===== src/hw/rtl/tdalm_pkg.sv =====
// tdalm_pkg: shared types, codes and sizes of the time-of-day alarm table
// no dependencies

package tdalm_pkg;

    localparam int MAX_ENTRIES = 32;
    localparam int ADDR_W      = (MAX_ENTRIES > 1) ? $clog2(MAX_ENTRIES) : 1;
    localparam int CNT_W       = $clog2(MAX_ENTRIES + 1);

    localparam logic       KIND_WRITE = 1'b0;
    localparam logic       KIND_TICK  = 1'b1;

    localparam logic       REG_ENTRY_COUNT  = 1'b0;
    localparam logic       REG_MODE_SETTING = 1'b1;

    localparam logic [1:0] MODE_OFF   = 2'd0;
    localparam logic [1:0] MODE_ON    = 2'd1;
    localparam logic [1:0] MODE_TODAY = 2'd2;

    localparam logic [8:0]  NO_DAY    = 9'd511;
    localparam logic [10:0] NO_MINUTE = 11'd2047;

    typedef struct packed {
        logic [4:0] hour;
        logic [5:0] minute;
        logic       etype;
        logic [7:0] sound;
    } entry_t;

    typedef struct packed {
        logic [4:0]  hour;
        logic [5:0]  minute;
        logic [10:0] cur_min;
        logic [16:0] cur_sec;
    } now_t;

    typedef struct packed {
        logic        have_s;
        logic [16:0] best_s;
        logic        have_m;
        logic [10:0] best_m;
    } best_t;

    typedef struct packed {
        logic        match;
        logic        sec_upd;
        logic [16:0] sec_val;
        logic        min_upd;
        logic [10:0] min_val;
    } eval_t;

    typedef enum logic [1:0] {
        ST_IDLE,
        ST_SCAN,
        ST_DRAIN,
        ST_FINISH
    } state_t;

endpackage


===== src/hw/rtl/tdalm_table.sv =====
// tdalm_table: alarm entry storage, one write and one registered read per cycle
// depends on tdalm_pkg

module tdalm_table
    import tdalm_pkg::*;
(
    input  logic              aclk,
    input  logic              wr_en,
    input  logic [ADDR_W-1:0] wr_addr,
    input  entry_t            wr_data,
    input  logic [ADDR_W-1:0] rd_addr,
    output entry_t            rd_data
);

    entry_t mem [MAX_ENTRIES];
    entry_t rd_data_reg;

    always_ff @(posedge aclk) begin
        if (wr_en) begin
            mem[wr_addr] <= wr_data;
        end
        rd_data_reg <= mem[rd_addr];
    end

    assign rd_data = rd_data_reg;

endmodule


===== src/hw/rtl/tdalm_eval.sv =====
// tdalm_eval: shared per-entry unit, time match and nearest later entry compare
// depends on tdalm_pkg

module tdalm_eval
    import tdalm_pkg::*;
(
    input  entry_t entry,
    input  now_t   now,
    input  best_t  best,
    output eval_t  res
);

    logic [10:0] em;
    logic [16:0] em_sec;

    always_comb begin
        em     = 11'({6'd0, entry.hour} * 11'd60) + 11'({5'd0, entry.minute});
        em_sec = 17'({6'd0, em} * 17'd60);

        res.match   = (entry.hour == now.hour) && (entry.minute == now.minute);
        res.sec_val = em_sec - now.cur_sec;
        res.sec_upd = (em_sec > now.cur_sec) && (!best.have_s || res.sec_val < best.best_s);
        res.min_val = em;
        res.min_upd = (em > now.cur_min) && (!best.have_m || em < best.best_m);
    end

endmodule


===== src/hw/rtl/time_of_day_alarm_table.sv =====
// time_of_day_alarm_table: top level, sequencer, registers and result stage
// depends on tdalm_pkg, tdalm_table, tdalm_eval

// A write transaction stores one alarm entry and returns its result via the
// finish state and the output register; a tick that is inactive (clock not
// synced, mode off or no entries) takes the same path. An active tick walks
// the table one entry per cycle through the single read port of the entry
// memory and the shared evaluation unit, then the drain and finish states.
// Input is not accepted while a transaction is in progress; a finished result
// waits in the output register while the next transaction is taken. The table
// has no reset: only slots below entry_count that have been written give
// defined results.

module time_of_day_alarm_table
    import tdalm_pkg::*;
(
    input  logic         aclk,
    input  logic         aresetn,

    input  logic         cfg_wr_en,
    input  logic         cfg_index,
    input  logic [5:0]   cfg_wr_data,

    input  logic         s_valid,
    output logic         s_ready,
    input  logic         s_kind,
    input  logic [4:0]   s_entry_index,
    input  logic [4:0]   s_entry_hour,
    input  logic [5:0]   s_entry_minute,
    input  logic         s_entry_type,
    input  logic [7:0]   s_entry_sound,
    input  logic         s_time_synced,
    input  logic         s_stream_connected,
    input  logic [8:0]   s_day_of_year,
    input  logic [4:0]   s_hour_now,
    input  logic [5:0]   s_minute_now,
    input  logic [5:0]   s_second_now,

    output logic         m_valid,
    input  logic         m_ready,
    output logic         m_ring,
    output logic         m_ring_type,
    output logic [7:0]   m_ring_sound,
    output logic         m_play_local,
    output logic signed [17:0] m_seconds_to_next,
    output logic signed [11:0] m_next_minute,
    output logic [1:0]   m_mode_now
);

    state_t state_reg, state_next;

    logic [CNT_W-1:0] cnt_reg;
    logic [1:0]       mode_reg;
    logic [8:0]       last_day_reg;
    logic [10:0]      last_min_reg;

    logic [CNT_W-1:0] idx_reg;
    logic             rd_pend_reg;
    logic             active_reg;
    logic             fire_ok_reg;
    logic             stream_reg;
    logic [8:0]       day_reg;
    now_t             now_reg;
    best_t            best_reg;
    logic             found_reg;
    logic             found_type_reg;
    logic [7:0]       found_sound_reg;

    logic             m_valid_reg;
    logic             ring_reg;
    logic             ring_type_reg;
    logic [7:0]       ring_sound_reg;
    logic             play_local_reg;
    logic [17:0]      secs_reg;
    logic [11:0]      nmin_reg;
    logic [1:0]       mode_now_reg;

    logic             accept;
    logic             out_free;
    logic             finish;
    logic             last_issue;
    logic             tick_active;
    logic             wr_en;
    now_t             now_in;
    entry_t           wr_entry;
    entry_t           rd_entry;
    eval_t            ev;
    logic             fire;
    logic [1:0]       mode_after;
    logic [1:0]       mode_wr;

    assign accept   = s_valid && s_ready;
    assign out_free = !m_valid_reg || m_ready;
    assign last_issue = (idx_reg == cnt_reg - CNT_W'(1));

    assign tick_active = s_time_synced && (mode_reg != MODE_OFF) && (cnt_reg != '0);

    always_comb begin
        now_in.hour    = s_hour_now;
        now_in.minute  = s_minute_now;
        now_in.cur_min = 11'({6'd0, s_hour_now} * 11'd60) + 11'({5'd0, s_minute_now});
        now_in.cur_sec = 17'({12'd0, s_hour_now} * 17'd3600)
                       + 17'({11'd0, s_minute_now} * 17'd60)
                       + 17'({11'd0, s_second_now});
    end

    assign wr_entry = '{hour: s_entry_hour, minute: s_entry_minute,
                        etype: s_entry_type, sound: s_entry_sound};
    assign wr_en    = accept && (s_kind == KIND_WRITE) && (int'(s_entry_index) < MAX_ENTRIES);

    tdalm_table u_table (
        .aclk    (aclk),
        .wr_en   (wr_en),
        .wr_addr (ADDR_W'(s_entry_index)),
        .wr_data (wr_entry),
        .rd_addr (idx_reg[ADDR_W-1:0]),
        .rd_data (rd_entry)
    );

    tdalm_eval u_eval (
        .entry (rd_entry),
        .now   (now_reg),
        .best  (best_reg),
        .res   (ev)
    );

    // sequencer
    always_ff @(posedge aclk) begin
        if (!aresetn) begin
            state_reg <= ST_IDLE;
        end else begin
            state_reg <= state_next;
        end
    end

    always_comb begin
        state_next = state_reg;
        s_ready    = 1'b0;
        finish     = 1'b0;
        case (state_reg)
            ST_IDLE: begin
                s_ready = 1'b1;
                if (s_valid) begin
                    if (s_kind == KIND_TICK && tick_active) begin
                        state_next = ST_SCAN;
                    end else begin
                        state_next = ST_FINISH;
                    end
                end
            end
            ST_SCAN: begin
                if (last_issue) begin
                    state_next = ST_DRAIN;
                end
            end
            ST_DRAIN: begin
                state_next = ST_FINISH;
            end
            ST_FINISH: begin
                if (out_free) begin
                    finish     = 1'b1;
                    state_next = ST_IDLE;
                end
            end
            default: begin
                state_next = ST_IDLE;
            end
        endcase
    end

    // outcome of the finished scan
    assign fire = active_reg && fire_ok_reg && found_reg;

    always_comb begin
        mode_after = mode_reg;
        if (fire && mode_reg == MODE_TODAY && !best_reg.have_m) begin
            mode_after = MODE_ON;
        end
    end

    assign mode_wr = (cfg_wr_data[1:0] == 2'd3) ? MODE_OFF : cfg_wr_data[1:0];

    // configuration and persistent state
    always_ff @(posedge aclk) begin
        if (!aresetn) begin
            cnt_reg      <= '0;
            mode_reg     <= MODE_OFF;
            last_day_reg <= NO_DAY;
            last_min_reg <= NO_MINUTE;
        end else begin
            if (finish) begin
                mode_reg <= mode_after;
                if (fire) begin
                    last_day_reg <= day_reg;
                    last_min_reg <= now_reg.cur_min;
                end
            end
            if (cfg_wr_en) begin
                case (cfg_index)
                    REG_ENTRY_COUNT: begin
                        if (int'(cfg_wr_data) > MAX_ENTRIES) begin
                            cnt_reg <= CNT_W'(MAX_ENTRIES);
                        end else begin
                            cnt_reg <= CNT_W'(cfg_wr_data);
                        end
                    end
                    REG_MODE_SETTING: begin
                        mode_reg <= mode_wr;
                    end
                    default: begin
                    end
                endcase
            end
        end
    end

    // per-transaction working registers
    always_ff @(posedge aclk) begin
        if (!aresetn) begin
            rd_pend_reg <= 1'b0;
            active_reg  <= 1'b0;
        end else begin
            rd_pend_reg <= (state_reg == ST_SCAN);
            if (accept) begin
                active_reg <= (s_kind == KIND_TICK) && tick_active;
            end
        end
    end

    always_ff @(posedge aclk) begin
        if (accept) begin
            idx_reg         <= '0;
            fire_ok_reg     <= !((last_day_reg == s_day_of_year) &&
                                 (last_min_reg == now_in.cur_min));
            stream_reg      <= s_stream_connected;
            day_reg         <= s_day_of_year;
            now_reg         <= now_in;
            best_reg        <= '0;
            found_reg       <= 1'b0;
            found_type_reg  <= 1'b0;
            found_sound_reg <= '0;
        end else begin
            if (state_reg == ST_SCAN) begin
                idx_reg <= idx_reg + CNT_W'(1);
            end
            if (rd_pend_reg) begin
                if (ev.match && !found_reg) begin
                    found_reg       <= 1'b1;
                    found_type_reg  <= rd_entry.etype;
                    found_sound_reg <= rd_entry.sound;
                end
                if (ev.sec_upd) begin
                    best_reg.have_s <= 1'b1;
                    best_reg.best_s <= ev.sec_val;
                end
                if (ev.min_upd) begin
                    best_reg.have_m <= 1'b1;
                    best_reg.best_m <= ev.min_val;
                end
            end
        end
    end

    // result register
    always_ff @(posedge aclk) begin
        if (!aresetn) begin
            m_valid_reg <= 1'b0;
        end else if (finish) begin
            m_valid_reg <= 1'b1;
        end else if (m_ready) begin
            m_valid_reg <= 1'b0;
        end
    end

    always_ff @(posedge aclk) begin
        if (finish) begin
            ring_reg       <= fire;
            ring_type_reg  <= fire ? found_type_reg : 1'b0;
            ring_sound_reg <= fire ? found_sound_reg : 8'd0;
            play_local_reg <= fire && !stream_reg;
            secs_reg       <= (active_reg && best_reg.have_s) ? {1'b0, best_reg.best_s} : '1;
            nmin_reg       <= (active_reg && best_reg.have_m) ? {1'b0, best_reg.best_m} : '1;
            mode_now_reg   <= mode_after;
        end
    end

    assign m_valid           = m_valid_reg;
    assign m_ring            = ring_reg;
    assign m_ring_type       = ring_type_reg;
    assign m_ring_sound      = ring_sound_reg;
    assign m_play_local      = play_local_reg;
    assign m_seconds_to_next = $signed(secs_reg);
    assign m_next_minute     = $signed(nmin_reg);
    assign m_mode_now        = mode_now_reg;

endmodule

===== config.mk =====
export PLATFORM = sky130hd
export DESIGN_NAME = time_of_day_alarm_table
export DESIGN_NICKNAME = d
export VERILOG_FILES = /design/src/hw/rtl/tdalm_pkg.sv /design/src/hw/rtl/tdalm_table.sv /design/src/hw/rtl/tdalm_eval.sv /design/src/hw/rtl/time_of_day_alarm_table.sv
export SDC_FILE = /design/constraint.sdc
export NUM_CORES = 1
export LEC_CHECK = 0
export ABC_AREA = 0
export BUFFER_PORTS_ARGS = -buffer_cell sky130_fd_sc_hd__buf_4
export CELL_PAD_IN_SITES_DETAIL_PLACEMENT = 0
export CELL_PAD_IN_SITES_GLOBAL_PLACEMENT = 1
export CORE_MARGIN = 1
export CORE_UTILIZATION = 58
export CTS_BUF_LIST = sky130_fd_sc_hd__clkbuf_4 sky130_fd_sc_hd__clkbuf_8 sky130_fd_sc_hd__clkbuf_16
export DETAILED_ROUTE_END_ITERATION = 6
export GPL_ROUTABILITY_DRIVEN = 0
export PLACE_DENSITY_LB_ADDON = 0.1
export RECOVER_POWER = 100
export SYNTH_ARGS = -nofsm -noshare
export SYNTH_HDL_FRONTEND = slang
export SYNTH_SLANG_ARGS = --single-unit

===== constraint.sdc =====
create_clock -name aclk -period 11.9 [get_ports aclk]
set_clock_uncertainty 0.1 [all_clocks]
set_input_delay 1.19 -clock aclk [delete_from_list [all_inputs] [get_ports aclk]]
set_output_delay 1.19 -clock aclk [all_outputs]
set_load 0.02 [all_outputs]

==> flow_summary.json <==
{
  "status": "finished with violations",
  "violations": "capacitance limit, slew limit",
  "root_buffer": "clkbuf_16",
  "worstSkewPairLatency_ns": 0.65,
  "synth_edf_count": 731,
  "nets": 2555,
  "cp.required_ns": 12.26,
  "async_flop_share_pct": 0,
  "clkSlewWorstSetupHoldPaths_ns": 0.06,
  "drv_slew": 942,
  "netlist.top_cell.by_area": "edfxtp_1",
  "netlist_area_mm2": 0.0366,
  "grt_pass1_vias": 19700,
  "dieArea_mm2": 0.0642,
  "regArea_mm2": 0.0239,
  "drt-total-wl_um": 81800,
  "multi_input_area_mm2": 0.0117,
  "numCtsBuffers": 83,
  "die_x_um": 253,
  "ys.flop_type": "edfxtp_1",
  "hpwl_um": 48500,
  "vias": 19300,
  "clk_path_buf_depth": 3,
  "max_freq_ghz": 0.106,
  "ys_seq_area_share_pct": 65.3,
  "cts_tree": "yes",
  "endpoint_kind": "flip-flop",
  "post_cts_buffers": 0,
  "tightest_slew_ns": 7.04,
  "coreArea_mm2": 0.0621,
  "crit_path_top_delay_cell": "clkbuf_1",
  "syn_nets": 2426,
  "drc": 0,
  "ctsResizeCount": 0,
  "syn2layout_area_growth_pct": 11.0,
  "min_path_type": "flip-flop to flip-flop",
  "drtPass1Iterations": 7,
  "placementRows": 91,
  "finalSetupTns_ns": 0,
  "viasPerCell": 6.03,
  "wire_per_inst_um": 25.6,
  "grt_use_met3_pct": 4.09,
  "grt.busiest_layer": "met2",
  "netlist.area_leader.share_pct": 59.9,
  "hold_viol_final": 0,
  "slew_headroom_pct": -369,
  "h-tree-depth": 3,
  "crit_top_cell": "fa_1",
  "synth-seq-cells": 830,
  "setup_viol": 0,
  "worstSetupPathType": "flip-flop to flip-flop",
  "start_util_pct": 59.1,
  "synthCells": 2162,
  "largest_reg_flops": 640,
  "cts_hold_buf": 0,
  "antenna_found_initial": 5,
  "use_met1_pct": 34.6,
  "yosysWarnings": 0,
  "grt_max_degree": 97,
  "drt-initial-drc-count": 1705,
  "syn_avg_cell_area_um2": 16.9,
  "ant_nets": 0,
  "period_share_pct": 79.1,
  "n_fill_cell": 4355,
  "track_usage_pct": 26.5,
  "synth.area.top_cells": "edfxtp_1 (60%), mux4_2 (12%), dfxtp_1 (5.4%)",
  "drv_cap": 37,
  "port_buffers": 110,
  "grt_pass1_wl_um": 123000,
  "drive_gt1_share_pct": 16.8,
  "ys_types": 68,
  "worst_path_largest_cell_delay_ns": 0.73,
  "die_h_um": 253,
  "critPathLaunchType": "flip-flop",
  "fin_crit_ns": 9.42,
  "rsz0062_at_grt": "false",
  "cp_data_arrival_time_ns": 9.78,
  "ioPinCount": 111,
  "clock_sinks": 830,
  "overflow": 0,
  "critical_path.max_fanout": 13,
  "use_met2_pct": 45.6
}
## placed cells by master (no fill, tap or decap), types with 32 or more instances in the layout
| master | n |
|---|---|
| xnor2_1 | 72 |
| nand2_1 | 70 |
| ha_1 | 154 |
| a21oi_1 | 63 |
| nand3_1 | 53 |
| edfxtp_1 | 731 |
| clkbuf_4 | 32 |
| dfxtp_1 | 96 |
| mux4_2 | 200 |
| xor2_1 | 42 |
| clkbuf_1 | 92 |
| nor2_1 | 99 |
| inv_1 | 158 |
| clkbuf_16 | 84 |
| fa_1 | 44 |
## synth_stat cells (4+ instances only)
cell	count
nand3b_1	10
a31oi_1	5
a21boi_0	12
a21oi_1	63
buf_1	17
nand2_1	70
xnor2_1	72
o21ai_1	4
ha_1	154
and2_1	11
and4_1	4
a211oi_1	8
xor2_1	42
clkbuf_8	4
inv_1	159
o211ai_1	11
o21ai_0	27
nand4_1	14
or3_1	5
dfxtp_1	99
mux4_2	200
a21o_1	26
nor3_1	24
mux2_2	20
clkbuf_1	52
nor2b_1	10
edfxtp_1	731
mux2i_1	26
nor2_1	99
or2_2	7
nand3_1	53
o21a_1	7
nor4_1	8
o21bai_1	11
nand2b_1	10
fa_1	44
buf_2	4
## worst paths after layout
path                  startpoint               to  slack (ns)  cells after the start
min                   day_reg[1]  last_day_reg[1]        0.36                      2
min reg2reg           day_reg[1]  last_day_reg[1]        0.36                      2
max reg2reg  u_table.rd_data[17]     best_reg[17]        2.48                     32
max          u_table.rd_data[17]     best_reg[17]        2.48                     32
## metrics by stage
| step | instances | utilization, % | setup slack [ns] | instance area [µm²] | hold WS [ns] |
|---|---|---|---|---|---|
| after floorplan | 2162 | - | 4.09 | 36600 | 0.333 |
| after global placement | 3043 | 62.1 | 3.23 | 38500 | 0.342 |
| after detailed placement | 3043 | 62.1 | 3.01 | 38500 | 0.351 |
| after CTS | 3191 | 66.5 | 2.99 | 41300 | 0.365 |
| after global routing | 3191 | 65.6 | 1.59 | 40700 | 0.382 |
| final | 3192 | 65.6 | 2.48 | 40700 | 0.360 |
## logic make-up (layout without fill, tap and decap cells)
group	count (synthesis)	count (layout)	synth area share (%)
AOI/OAI and AO/OA	198	198	3.57
buffers and inverters	240	432	2.63
other	0	1	0
xor gates and xnor gates	116	116	2.81
and+or+nand+nor	333	333	4.37
adders and majority gates	199	199	7.69
muxes	246	246	13.6
DFF	830	830	65.3
## layer usage
layer	wire [µm]	vias to the layer above
met5	14	-
met4	2380	2
met3	4910	150
met2	42200	661
met1	32300	9858
li1	-	8586
## area by class of cell
class	instances	area share [%]
Antenna cell	1	0.00615
Clock buffer	115	5.77
Clock inverter	33	1.04
Inverter	160	1.48
Multi-Input combinational cell	1092	28.9
Sequential cell	830	58.8
Tap cell	837	2.57
Timing Repair Buffer	124	1.45
## critical path, delay by kind of cell (launching register included)
kind / cells / cell delay (ns)
DFF: 1 / 0.48
AOI/OAI and AO/OA: 10 / 1.77
buffers and inverters: 4 / 1.17
adders and majority gates: 9 / 3.69
muxes: 1 / 0.28
xor gates and xnor gates: 3 / 0.72
and+or+nand+nor: 5 / 1.03
Power is left out: the tool's default activity adds up to more than one toggle a clock period on the data nets, which glitch-free logic cannot reach.
